**src/sv/gf2m_multiply_power_core_macros.svh**
```systemverilog
// Assertion macros shared by the GF(2^m) multiply and power core.
`ifndef GF2M_MULTIPLY_POWER_CORE_MACROS_SVH
`define GF2M_MULTIPLY_POWER_CORE_MACROS_SVH

// The consequent must hold in the same cycle as the antecedent.
`define GFMP_ASSERT_SAME(lbl, ante, cons) \
    lbl: assert property (@(posedge clk) disable iff (!rst_n) (ante) |-> (cons)) \
        else $error("gfmp assertion failed");

// The consequent must hold in the cycle after the antecedent.
`define GFMP_ASSERT_NEXT(lbl, ante, cons) \
    lbl: assert property (@(posedge clk) disable iff (!rst_n) (ante) |=> (cons)) \
        else $error("gfmp assertion failed");

`endif

```
**src/sv/gfmp_pkg.sv**
```systemverilog
// Package with the types, codes and constants of the GF(2^m) multiply and power core.
package gfmp_pkg;

    // Default for the largest supported field degree.
    localparam int MAX_DEGREE_DEF = 8;

    // Fixed field widths.
    localparam int OPND_W      = 8;
    localparam int EXP_W       = 8;
    localparam int RES_W       = 8;
    localparam int MOD_W       = 9;
    localparam int DEG_W       = 4;
    localparam int CFG_DATA_W  = 9;
    localparam int CFG_INDEX_W = 1;

    // Operation codes.
    localparam logic [1:0] FUNC_ADD = 2'd0;
    localparam logic [1:0] FUNC_MUL = 2'd1;
    localparam logic [1:0] FUNC_POW = 2'd2;

    // Configuration register indexes.
    localparam logic [CFG_INDEX_W-1:0] REG_MODULUS = 1'b0;
    localparam logic [CFG_INDEX_W-1:0] REG_DEGREE  = 1'b1;

    // Configuration reset values.
    localparam logic [MOD_W-1:0] MODULUS_RST = 9'd283;
    localparam logic [DEG_W-1:0] DEGREE_RST  = 4'd8;

    // Commands from the controller to the datapath.
    typedef struct packed {
        logic load;
        logic mul_acc;
        logic sqr;
        logic finish;
    } gfmp_cmd_t;

    // Status from the datapath to the controller.
    typedef struct packed {
        logic exp_zero;
        logic exp_lsb;
    } gfmp_status_t;

endpackage

```
**src/sv/gf2m_multiply_power_core.sv**
```systemverilog
// Top level of the GF(2^m) add, multiply and power core.
//
// Input channel in_valid/in_ready carries func, operand_a, operand_b and exponent;
// output channel out_valid/out_ready carries result. A config write (cfg_we with
// cfg_index and cfg_wdata) sets modulus_poly (index 0) or field_degree (index 1);
// the user must make it only while the core is idle; the core does not enforce it.
// One item is worked on at a time; in_ready is high only when no item is running.
// After acceptance a run loads the operands, multiplies the accumulator by the base
// for each set exponent bit and squares the base for each shift of the exponent,
// then finishes once the exponent is zero; add loads a zero exponent and multiply
// an exponent of one. The next transaction is accepted once the core is back in idle.
// The combinational field multiplier is shared by the accumulator multiply and squaring.
// Results go to an output register; the core takes the next item while a result
// waits there. When the receiver stalls, a finished run holds until the output
// register is free and input is not accepted meanwhile.
// Reset sets modulus_poly to 283, field_degree to 8 and clears the output valid.
module gf2m_multiply_power_core
    import gfmp_pkg::*;
#(
    parameter int MAX_DEGREE = MAX_DEGREE_DEF
)
(
    input  logic                   clk,
    input  logic                   rst_n,
    input  logic                   cfg_we,
    input  logic [CFG_INDEX_W-1:0] cfg_index,
    input  logic [CFG_DATA_W-1:0]  cfg_wdata,
    input  logic                   in_valid,
    output logic                   in_ready,
    input  logic [1:0]             func,
    input  logic [OPND_W-1:0]      operand_a,
    input  logic [OPND_W-1:0]      operand_b,
    input  logic [EXP_W-1:0]       exponent,
    output logic                   out_valid,
    input  logic                   out_ready,
    output logic [RES_W-1:0]       result
);

    gfmp_cmd_t    cmd;
    gfmp_status_t status;

    // Sequencer.
    gfmp_ctrl u_ctrl (
        .clk      (clk),
        .rst_n    (rst_n),
        .in_valid (in_valid),
        .in_ready (in_ready),
        .out_valid(out_valid),
        .out_ready(out_ready),
        .status   (status),
        .cmd      (cmd)
    );

    // Registers and arithmetic.
    gfmp_datapath #(
        .MAX_DEGREE(MAX_DEGREE)
    ) u_datapath (
        .clk      (clk),
        .rst_n    (rst_n),
        .cfg_we   (cfg_we),
        .cfg_index(cfg_index),
        .cfg_wdata(cfg_wdata),
        .func     (func),
        .operand_a(operand_a),
        .operand_b(operand_b),
        .exponent (exponent),
        .cmd      (cmd),
        .status   (status),
        .result   (result)
    );

endmodule

```
**src/sv/gfmp_mul.sv**
```systemverilog
// Combinational GF(2^m) multiplier with interleaved modular reduction.
module gfmp_mul
    import gfmp_pkg::*;
#(
    parameter int MAX_DEGREE = MAX_DEGREE_DEF
)
(
    input  logic [MAX_DEGREE-1:0] mul_a,
    input  logic [MAX_DEGREE-1:0] mul_b,
    input  logic [MAX_DEGREE:0]   lead,
    input  logic [MAX_DEGREE:0]   full,
    output logic [MAX_DEGREE-1:0] prod
);

    // Shift-and-add from the top bit of mul_b; leading zero bits leave the sum at zero.
    always_comb
    begin
        logic [MAX_DEGREE:0] r;
        r = '0;
        for (int i = MAX_DEGREE - 1; i >= 0; i--)
        begin
            r = r << 1;
            if (|(r & lead))
            begin
                r = r ^ full;
            end
            if (mul_b[i])
            begin
                r = r ^ {1'b0, mul_a};
            end
        end
        prod = r[MAX_DEGREE-1:0];
    end

endmodule

```
**src/sv/gfmp_datapath.sv**
```systemverilog
// Datapath: configuration registers, operand registers, exponent register, result register and multiplier.
`include "gf2m_multiply_power_core_macros.svh"

module gfmp_datapath
    import gfmp_pkg::*;
#(
    parameter int MAX_DEGREE = MAX_DEGREE_DEF
)
(
    input  logic                   clk,
    input  logic                   rst_n,
    input  logic                   cfg_we,
    input  logic [CFG_INDEX_W-1:0] cfg_index,
    input  logic [CFG_DATA_W-1:0]  cfg_wdata,
    input  logic [1:0]             func,
    input  logic [OPND_W-1:0]      operand_a,
    input  logic [OPND_W-1:0]      operand_b,
    input  logic [EXP_W-1:0]       exponent,
    input  gfmp_cmd_t              cmd,
    output gfmp_status_t           status,
    output logic [RES_W-1:0]       result
);

    localparam int W  = MAX_DEGREE;
    localparam int DW = $clog2(MAX_DEGREE + 1);
    localparam int CW = (DW > DEG_W) ? DW : DEG_W;

    logic [MOD_W-1:0] modulus_reg;
    logic [DEG_W-1:0] degree_reg;
    logic [W-1:0]     acc_reg, acc_next;
    logic [W-1:0]     base_reg, base_next;
    logic [EXP_W-1:0] exp_reg, exp_next;
    logic [RES_W-1:0] result_reg, result_next;

    logic [CW-1:0]    deg_ext;
    logic [CW-1:0]    m_eff;
    logic [W-1:0]     mask;
    logic [W:0]       lead;
    logic [W:0]       mod_ext;
    logic [W:0]       full;
    logic [W-1:0]     a_ext, b_ext;
    logic [W-1:0]     a_m, b_m;
    logic [W-1:0]     mul_a, prod;
    logic [RES_W-1:0] acc_res;

    // Configuration registers; the user must write them only while the core is idle, the block does not enforce it.
    always_ff @(posedge clk or negedge rst_n)
    begin
        if (!rst_n)
        begin
            modulus_reg <= MODULUS_RST;
            degree_reg  <= DEGREE_RST;
        end
        else if (cfg_we)
        begin
            if (cfg_index == REG_MODULUS)
            begin
                modulus_reg <= cfg_wdata[MOD_W-1:0];
            end
            else
            begin
                degree_reg <= cfg_wdata[DEG_W-1:0];
            end
        end
    end

    // Effective degree, clamped to the supported range.
    assign deg_ext = CW'(degree_reg);

    always_comb
    begin
        if (deg_ext < CW'(2))
        begin
            m_eff = CW'(2);
        end
        else if (deg_ext > CW'(MAX_DEGREE))
        begin
            m_eff = CW'(MAX_DEGREE);
        end
        else
        begin
            m_eff = deg_ext;
        end
    end

    // Element mask and one-hot leading term of the modulus.
    always_comb
    begin
        for (int i = 0; i < W; i++)
        begin
            mask[i] = (CW'(i) < m_eff);
        end
        for (int i = 0; i <= W; i++)
        begin
            lead[i] = (CW'(i) == m_eff);
        end
    end

    // Width adaptation between the fixed fields and the element width.
    generate
        if (W + 1 >= MOD_W)
        begin : g_mod_wide
            assign mod_ext = (W + 1)'(modulus_reg);
        end
        else
        begin : g_mod_narrow
            assign mod_ext = modulus_reg[W:0];
        end

        if (W >= OPND_W)
        begin : g_opnd_wide
            assign a_ext = W'(operand_a);
            assign b_ext = W'(operand_b);
        end
        else
        begin : g_opnd_narrow
            assign a_ext = operand_a[W-1:0];
            assign b_ext = operand_b[W-1:0];
        end

        if (W >= RES_W)
        begin : g_res_wide
            assign acc_res = acc_reg[RES_W-1:0];
        end
        else
        begin : g_res_narrow
            assign acc_res = RES_W'(acc_reg);
        end
    endgenerate

    // Reduction polynomial with only the bits below m and the leading term set.
    assign full = (mod_ext & {1'b0, mask}) | lead;
    assign a_m  = a_ext & mask;
    assign b_m  = b_ext & mask;

    // Shared multiplier: accumulator times base, or base squared.
    assign mul_a = cmd.sqr ? base_reg : acc_reg;

    gfmp_mul #(
        .MAX_DEGREE(MAX_DEGREE)
    ) u_mul (
        .mul_a(mul_a),
        .mul_b(base_reg),
        .lead (lead),
        .full (full),
        .prod (prod)
    );

    // Next values of the working registers.
    always_comb
    begin
        acc_next    = acc_reg;
        base_next   = base_reg;
        exp_next    = exp_reg;
        result_next = result_reg;
        if (cmd.load)
        begin
            unique case (func)
                FUNC_ADD:
                begin
                    acc_next = a_m ^ b_m;
                    exp_next = '0;
                end
                FUNC_MUL:
                begin
                    acc_next  = a_m;
                    base_next = b_m;
                    exp_next  = EXP_W'(1);
                end
                FUNC_POW:
                begin
                    acc_next  = W'(1);
                    base_next = a_m;
                    exp_next  = exponent;
                end
                default:
                begin
                    acc_next = '0;
                    exp_next = '0;
                end
            endcase
        end
        else if (cmd.mul_acc)
        begin
            acc_next    = prod;
            exp_next[0] = 1'b0;
        end
        else if (cmd.sqr)
        begin
            base_next = prod;
            exp_next  = exp_reg >> 1;
        end
        if (cmd.finish)
        begin
            result_next = acc_res;
        end
    end

    // Payload registers need no reset.
    always_ff @(posedge clk)
    begin
        acc_reg    <= acc_next;
        base_reg   <= base_next;
        exp_reg    <= exp_next;
        result_reg <= result_next;
    end

    assign status.exp_zero = (exp_reg == '0);
    assign status.exp_lsb  = exp_reg[0];
    assign result          = result_reg;

    // A multiply into the accumulator consumes the low exponent bit.
    `GFMP_ASSERT_NEXT(a_mul_clears_lsb, cmd.mul_acc, !exp_reg[0])
    // A squaring step halves the remaining exponent.
    `GFMP_ASSERT_NEXT(a_sqr_shifts_exp, cmd.sqr, exp_reg == ($past(exp_reg) >> 1))

endmodule

```
**src/sv/gfmp_ctrl.sv**
```systemverilog
// Controller: sequences the load, multiply and square steps and owns the output valid.
`include "gf2m_multiply_power_core_macros.svh"

module gfmp_ctrl
    import gfmp_pkg::*;
(
    input  logic         clk,
    input  logic         rst_n,
    input  logic         in_valid,
    output logic         in_ready,
    output logic         out_valid,
    input  logic         out_ready,
    input  gfmp_status_t status,
    output gfmp_cmd_t    cmd
);

    typedef enum logic [1:0] {
        S_IDLE = 2'b01,
        S_RUN  = 2'b10
    } state_t;

    state_t state_reg, state_next;
    logic   out_valid_reg, out_valid_next;

    assign in_ready  = (state_reg == S_IDLE);
    assign out_valid = out_valid_reg;

    // Step selection: multiply on a set exponent bit, otherwise square and shift.
    always_comb
    begin
        cmd        = '0;
        state_next = state_reg;
        unique case (state_reg)
            S_IDLE:
            begin
                if (in_valid)
                begin
                    cmd.load   = 1'b1;
                    state_next = S_RUN;
                end
            end
            S_RUN:
            begin
                if (!status.exp_zero)
                begin
                    if (status.exp_lsb)
                    begin
                        cmd.mul_acc = 1'b1;
                    end
                    else
                    begin
                        cmd.sqr = 1'b1;
                    end
                end
                else if (!out_valid_reg || out_ready)
                begin
                    cmd.finish = 1'b1;
                    state_next = S_IDLE;
                end
            end
            default:
            begin
                state_next = S_IDLE;
            end
        endcase
    end

    // Output register valid: set on finish, cleared when the transaction completes.
    always_comb
    begin
        if (cmd.finish)
        begin
            out_valid_next = 1'b1;
        end
        else if (out_ready)
        begin
            out_valid_next = 1'b0;
        end
        else
        begin
            out_valid_next = out_valid_reg;
        end
    end

    always_ff @(posedge clk or negedge rst_n)
    begin
        if (!rst_n)
        begin
            state_reg     <= S_IDLE;
            out_valid_reg <= 1'b0;
        end
        else
        begin
            state_reg     <= state_next;
            out_valid_reg <= out_valid_next;
        end
    end

    // A finish never overwrites a result that is still waiting.
    `GFMP_ASSERT_SAME(a_no_overwrite, cmd.finish, !out_valid_reg || out_ready)
    // An accepted transaction always starts a run.
    `GFMP_ASSERT_NEXT(a_load_runs, in_valid && in_ready, state_reg == S_RUN)
    // The shared multiplier serves one step at a time.
    `GFMP_ASSERT_SAME(a_one_mul_step, cmd.mul_acc, !cmd.sqr && !cmd.load)
    // A finish always raises the output valid.
    `GFMP_ASSERT_NEXT(a_finish_valid, cmd.finish, out_valid_reg)

endmodule

```
**config.mk**
```make
export PLATFORM = sky130hd
export DESIGN_NAME = gf2m_multiply_power_core
export DESIGN_NICKNAME = d
export VERILOG_FILES = /design/src/sv/gfmp_pkg.sv /design/src/sv/gf2m_multiply_power_core.sv /design/src/sv/gfmp_mul.sv /design/src/sv/gfmp_datapath.sv /design/src/sv/gfmp_ctrl.sv
export VERILOG_INCLUDE_DIRS = /design/src /design/src/sv
export SDC_FILE = /design/constraint.sdc
export NUM_CORES = 1
export LEC_CHECK = 0
export BUFFER_PORTS_ARGS = -buffer_cell sky130_fd_sc_hd__buf_2
export CAP_MARGIN = 20
export CORE_MARGIN = 1
export CORE_UTILIZATION = 40
export DETAILED_ROUTE_END_ITERATION = 10
export PLACE_DENSITY = 0.7
export SLEW_MARGIN = 5
export SYNTH_ARGS = -nofsm -noshare
export SYNTH_HDL_FRONTEND = slang
export SYNTH_SLANG_ARGS = --single-unit
```
**constraint.sdc**
```tcl
create_clock -name clk -period 8.75 [get_ports clk]
set_clock_uncertainty 0.15 [all_clocks]
set_input_delay 0.4375 -clock clk [delete_from_list [all_inputs] [get_ports clk]]
set_output_delay 0.4375 -clock clk [all_outputs]
set_load 0.01 [all_outputs]
```
# After elaboration in Yosys (flattened, before gate mapping)
# Index checks and enable logic that the tools add are counted.
classes:
  order_cmp: 10
  eq_ne: 17
  n_mux: 44
  bitwise_logic: 27
  reduce_logical: 21
ops:
  columns: ["cell", "count"]
  rows:
  - ["2-to-1 mux 8 bit", 23]
  - ["XOR 8 bit", 15]
  - ["bitwise AND 9 bit", 7]
  - ["OR reduction 9 bit", 7]
  - ["one-hot mux 8 bit (2 select lines)", 2]
  - ["bitwise AND 8 bit", 3]
  - ["one-hot mux 8 bit (3 select lines)", 1]
  - ["equality test 3 x 4 -> 1 bit (first input constant)", 4]
  - ["less-than comparator 3 x 4 -> 1 bit (first input constant)", 4]
  - ["2-to-1 mux 1 bit", 9]
  - ["equality test 2 x 4 -> 1 bit (first input constant)", 2]
  - ["zero test 8 bit", 1]
  - ["less-than comparator 1 x 4 -> 1 bit (first input constant)", 2]
  - ["less-than comparator 2 x 4 -> 1 bit (first input constant)", 2]
  - ["2-to-1 mux 2 bit", 4]
  - ["2-to-1 mux 4 bit", 2]
  - ["OR 8 bit", 1]
  - ["2-to-1 mux 7 bit", 1]
  - ["inequality test 2 x 1 -> 1 bit (second input constant)", 3]
  - ["AND reduction 2 bit", 3]
  - ["AND reduction 3 bit", 2]
  - ["nonzero test 2 bit", 3]
  - ["equality test 1 x 4 -> 1 bit (first input constant)", 1]
  - ["equality test 2 x 1 -> 1 bit (second input constant)", 2]
  - ["14 further kinds", 15]
totals:
  ff_bits: 47
  out_inout_bits: 10
  word_cells: 128

# Logic depth before layout (Yosys ltp)
depth:
  ltp_word: 45
  ltp_mapped: 29

# Modules after synthesis
# From an unflattened synthesis, not the netlist that was laid out.
hier_totals:
  cells_unflattened: 595
  hier_area_um2: 5271.3
modules_own_cells:
  columns: ["mod", "n_inst", "cells_per_inst", "area_per_inst_um2", "seq_area_each_um2"]
  rows:
  - ["gfmp_mul", 1, 375, 2736.4, 0.0]
  - ["gfmp_datapath", 1, 203, 2368.5, 1267.5]
  - ["gfmp_ctrl", 1, 17, 166.4, 76.3]

# Worst setup path after synthesis
# No wires, ideal clock.
synth_path:
  path_type: "reg2reg"
  start: "reg u_datapath.exp_reg[0]"
  end: "reg u_datapath.acc_reg[4] (data pin)"
  setup_time_ns: 0.265
  arrival_ns: 7.829
  t_required_ns: 8.335
  path_slack_ns: 0.505
  path_stages_with_launch: 27
  n_path_buf: 2
  period_less_slack_ns: 8.245
  cell_sequence: "edfxtp_1 > or3b_1 > a21oi_2 > mux2_4 > a222oi_1 > a21oi_1 > xor2_1 > a2111oi_4 > a21oi_1 > xnor2_2 > a2111oi_4 > a21oi_1 > xor2_1 > a2111oi_4 > a21oi_1 > mux2i_1 > or4_4 > o31ai_2 > mux2i_1 > o2111a_2 > buf_6 > a21oi_1 > xor2_1 > a2111o_1 > buf_6 > mux2i_1 > or3_1"
synth_via:
  elab_chain_len: 42
synth_rtl:
  columns: ["item", "line_no", "source"]
  rows:
  - ["start, declared", "gfmp_datapath.sv:32", "logic [EXP_W-1:0] exp_reg, exp_next;"]
  - ["start signal, assigned", "gfmp_datapath.sv:204", "exp_reg <= exp_next;"]
  - ["zero test 8 bit / 2-to-1 mux 1 bit (equally long branches)", "gfmp_datapath.sv:208, gfmp_ctrl.sv:46", null]
  - ["2-to-1 mux 2 bit *", "gfmp_ctrl.sv:44", "if (!status.exp_zero)"]
  - ["2-to-1 mux 3 bit *", "gfmp_ctrl.sv:33", "unique case (state_reg)"]
  - ["2-to-1 mux 8 bit *", "gfmp_datapath.sv:137", "assign mul_a = cmd.sqr ? base_reg : acc_reg;"]
  - ["2-to-1 mux 8 bit", "gfmp_mul.sv:27", "if (mul_b[i])"]
  - ["bitwise AND 9 bit", "gfmp_mul.sv:23", "if (|(r & lead))"]
  - ["OR reduction 9 bit", "gfmp_mul.sv:23", null]
  - ["2-to-1 mux 8 bit", "gfmp_mul.sv:23", null]
  - ["[27 not listed]", null, null]
  - ["bitwise AND 9 bit", "gfmp_mul.sv:23", null]
  - ["OR reduction 9 bit", "gfmp_mul.sv:23", null]
  - ["2-to-1 mux 8 bit", "gfmp_mul.sv:23", null]
  - ["XOR 8 bit", "gfmp_mul.sv:29", "r = r ^ {1'b0, mul_a};"]
  - ["2-to-1 mux 8 bit *", "gfmp_mul.sv:27", null]
  - ["2-to-1 mux 8 bit *", "gfmp_datapath.sv:183", "else if (cmd.mul_acc)"]
  - ["2-to-1 mux 8 bit *", "gfmp_datapath.sv:156", "if (cmd.load)"]
  - ["named net u_datapath.acc_next[4]", "gfmp_datapath.sv:30", "logic [W-1:0] acc_reg, acc_next;"]
  - ["end signal, assigned", "gfmp_datapath.sv:202", "acc_reg <= acc_next;"]
  - ["end, declared", "gfmp_datapath.sv:30", null]
# Mark *: on every way through the listed nets, which the timed path passes. The rest lies on a longest branch. The select of a mux whose other input is x is not followed.
# A chain may end at the register's enable or synchronous reset.

# Worst setup path after layout
layout_path:
  start: "reg u_datapath.exp_reg[4]"
  end: "reg u_datapath.base_reg[1] (data pin)"
layout_via:
  elab_chain_len: 43
layout_rtl:
  columns: ["item", "line_no", "source"]
  rows:
  - ["zero test 8 bit *", "gfmp_datapath.sv:208", "assign status.exp_zero = (exp_reg == '0);"]
  - ["2-to-1 mux 2 bit *", "gfmp_ctrl.sv:44", null]
  - ["2-to-1 mux 3 bit *", "gfmp_ctrl.sv:33", null]
  - ["2-to-1 mux 8 bit *", "gfmp_datapath.sv:137", null]
  - ["2-to-1 mux 8 bit", "gfmp_mul.sv:27", null]
  - ["bitwise AND 9 bit", "gfmp_mul.sv:23", null]
  - ["OR reduction 9 bit", "gfmp_mul.sv:23", null]
  - ["2-to-1 mux 8 bit", "gfmp_mul.sv:23", null]
  - ["[28 not listed]", null, null]
  - ["OR reduction 9 bit", "gfmp_mul.sv:23", null]
  - ["2-to-1 mux 8 bit", "gfmp_mul.sv:23", null]
  - ["XOR 8 bit", "gfmp_mul.sv:29", null]
  - ["2-to-1 mux 8 bit *", "gfmp_mul.sv:27", null]
  - ["2-to-1 mux 8 bit *", "gfmp_datapath.sv:188", "else if (cmd.sqr)"]
  - ["2-to-1 mux 8 bit *", "gfmp_datapath.sv:183", null]
  - ["2-to-1 mux 8 bit *", "gfmp_datapath.sv:156", null]
  - ["named net u_datapath.base_next[1]", "gfmp_datapath.sv:31", "logic [W-1:0] base_reg, base_next;"]
  - ["end signal, assigned", "gfmp_datapath.sv:203", "base_reg <= base_next;"]
  - ["end, declared", "gfmp_datapath.sv:31", null]
# Marked as above.

==> reports/qor.yml <==
status:
  status: "finished, final reports clean"
cts:
  h-tree-depth: 2
  cts_tree: "built"
  clock_latency_ns: 0.30
  cts_buffers: 5
  clk_path_buf_depth: 2
  clkSinkCount: 47
  cts_root_buf: "clkbuf_16"
  path_clk_slew_ns: 0.07
floorplanning:
  num_rows: 42
  fp.dieW_um: 119.3
  die_h_um: 119.3
  io_pins: 51
  start_util: 0.4121
  core_sq_mm: 0.01335
  die_area_sq_mm: 0.01422
timing:
  fin_hold_ws_ns: 0.1903
  worst_pin_slew_ns: 0.9658
  min_period_ns: 8.458
  hold_viol: 0
  slew_violations: 0
  relSlewSlack: 0.3561
  fmax_ghz: 0.1182
  finalSetupViolCount: 0
  fin_crit_sh: 0.9667
synthesis:
  ys_ff_latch: 47
  yosys.cell_types.count: 90
  synth_fa_ha_area_frac: 0.009099
  netlist_area_sq_mm: 0.005500
  yosys-top-cells-area: "edfxtp_1, nand2_1, xnor2_1"
  yosysWarnings: 0
  synth_ff_type: "edfxtp_1"
  yosysTopAreaCellShare: 0.1747
  muxShareOfSynthArea: 0.09258
  yosys.area_share.simple: 0.2334
  synth_nets: 674
  yosysTopAreaCell: "edfxtp_1"
  synth-compound-area-share: 0.1938
  yosysSeqAreaShare: 0.2443
  synth_top_family_by_area: "simple AND/OR/NAND/NOR gates"
  avgSynthCellArea_sq_um: 8.744
  synth-async-reset-ratio: 0.3191
  synthXorXnorAreaFrac: 0.1663
  synth_enable_flop_cells: 32
  syn_inst: 629
critical_path:
  crit_required_ns: 8.62
  endpoint_kind: "flip-flop"
  cp.arrival_ns: 8.33
  path_class: "flip-flop to flip-flop"
  start_kind: "flip-flop"
  rr_startpoint: "u_datapath.exp_reg[4]"
  cpMostUsedCell: "buf_4"
  cp_max_fo: 12
  slowest_stage: "or4_4"
  rr_endpoint: "u_datapath.base_reg[1]"
  reg2reg_depth: 30
  reg2reg_slack_ns: 0.29
  max_stage_delay_ns: 0.60
finish:
  area_delta_synth_final_pct: 10.44
  drive_above_1_share: 0.2420
  n_antenna_cell: 0
  nets: 730
  fillers: 1364
worst_hold_path:
  hp-class: "input pin to flip-flop"
  holdPathEnd: "u_datapath.mod_ext[7]"
  worstHoldPathCells: 3
  min_from: "cfg_wdata[7]"
run:
  max_cap_violations: 0
global_routing:
  antenna_found_initial: 0
  grt_pass1_wl_um: 26330
  grtUsageTotal: 0.2387
  grt_pass1_vias: 4883
  grt_max_degree: 28
  grt_overflow: 0
detailed_routing:
  vias: 5028
  drt-initial-drc-count: 503
  ant_nets: 0
  wl_per_cell_um: 19.50
  drt-total-wl_um: 16810
  first_pass_iters: 5
  viasPerCell: 5.833
  drc: 0
placement:
  place_congestion: 0.9214
  dp_hpwl_um: 12710
  portBuffers: 49
==> final cells by class <==
| type | instances | area [sq um] | area share |
|---|---|---|---|
| timing repair buffer | 82 | 495.5 | 0.08157 |
| clock buffer | 5 | 125.1 | 0.02060 |
| multi-input combinational | 541 | 3831 | 0.6307 |
| clock inverter | 3 | 28.78 | 0.004737 |
| sequential | 47 | 1344 | 0.2212 |
| inverter | 8 | 30.03 | 0.004943 |
| tap | 176 | 220.2 | 0.03625 |
==> layout by cell type, fill, tap and decap left out, drive strengths merged, types with 3 or more instances in the layout <==
master	count
dfrtp	9
nor2b	9
xor2	39
mux2i	28
nand2b	8
nor4b	4
a221oi	5
o211ai	6
nand3b	3
a21o	3
a2111oi	7
ha	4
and2	9
inv	11
o31ai	4
clkbuf	5
nor2	28
nor3	14
a21oi	44
a31oi	7
buf	81
o21ai	28
nor3b	3
a211oi	4
nand2	116
or2	10
edfxtp	32
nand4	4
a22o	3
xnor2	52
mux2	18
a22oi	4
or3	10
nand3	24
nor4	3
or4	3
and3	5
dfstp	6
==> critical path: cells and delay by family (launching register included) <==
kind,cells,cell delay [ns]
multiplexers,4,0.89
flip-flops,1,0.45
AO/OA/AOI/OAI,16,4.01
buffers and inverters,6,1.12
AND/OR/NAND/NOR,4,1.54
==> cells in the mapped netlist, types with 4 or more instances <==
master and instances:
nor2b_1 9, xnor2_1 49, o211ai_1 6, mux2i_1 24, a21oi_1 43, inv_1 8, nor3_1 14, clkbuf_8 7
buf_6 5, or3_1 7, nand4_1 4, xor2_1 39, ha_1 4, dfrtp_1 9, edfxtp_1 32, nor2_1 27
a211oi_1 4, a2111oi_4 4, dfstp_2 6, mux2i_2 4, mux2_2 15, nand2_1 116, and2_1 6, and3_1 4
nand2b_1 8, a31oi_1 7, clkbuf_1 15, or2_2 9, nand3_1 24, o21ai_0 27, nor4b_1 4
==> per-stage QoR <==
| stage | instance area, sq um | utilization | TNS, ns | instances | worst slack, ns |
|---|---|---|---|---|---|
| finish | 6075 | 0.4551 | 0 | 862 | 0.2916 |
| global route | 6075 | 0.4551 | -0.01791 | 862 | -0.01609 |
| CTS | 6045 | 0.4529 | 0 | 859 | 0.1014 |
| detailed placement | 5881 | 0.4406 | 0 | 850 | 0.1277 |
| global placement | 5881 | 0.4406 | 0 | 850 | 0.2474 |
| floorplan | 5500 | - | 0 | 629 | 0.5051 |
==> cells by family (layout without fill, tap and decap cells) <==
group                      Yosys count  after routing
xor gates and xnor gates            95             95
DFF                                 47             47
adders and majority gates            4              4
and+or+nand+nor                    258            258
AOI/OAI and AO/OA                  138            138
buffers and inverters               41             98
muxes                               46             46
==> metal layers <==
metal	wire [um]	GRT usage
met1	7026	0.3133
met2	7729	0.3943
met3	1355	0.02203
met4	696	0.1116
met5	0	0
==> repair_timing <==
action | CTS | global route
setup endpoints to repair | 0 | 16
setup buffers | 0 | 3
hold endpoints to repair | 9 | 0
gates resized for setup | 0 | 1
hold buffers | 1 | 0
==> worst max path at each step <==
stage | startpoint | endpoint | slack (ns) | cells after the start
finish | u_datapath.exp_reg[4] | u_datapath.base_reg[1] | 0.29 | 30
global route | u_datapath.exp_reg[0] | u_datapath.base_reg[5] | -0.02 | 30
CTS | u_datapath.exp_reg[0] | u_datapath.base_reg[1] | 0.10 | 26
detailed placement | u_datapath.exp_reg[0] | u_datapath.base_reg[1] | 0.13 | 26
global placement | u_datapath.exp_reg[0] | u_datapath.base_reg[1] | 0.25 | 26
floorplan | u_datapath.exp_reg[0] | u_datapath.acc_reg[4] | 0.51 | 26
Power is not shown: default switching activity piles up to over one toggle a cycle in this logic, so the estimate is an artifact.
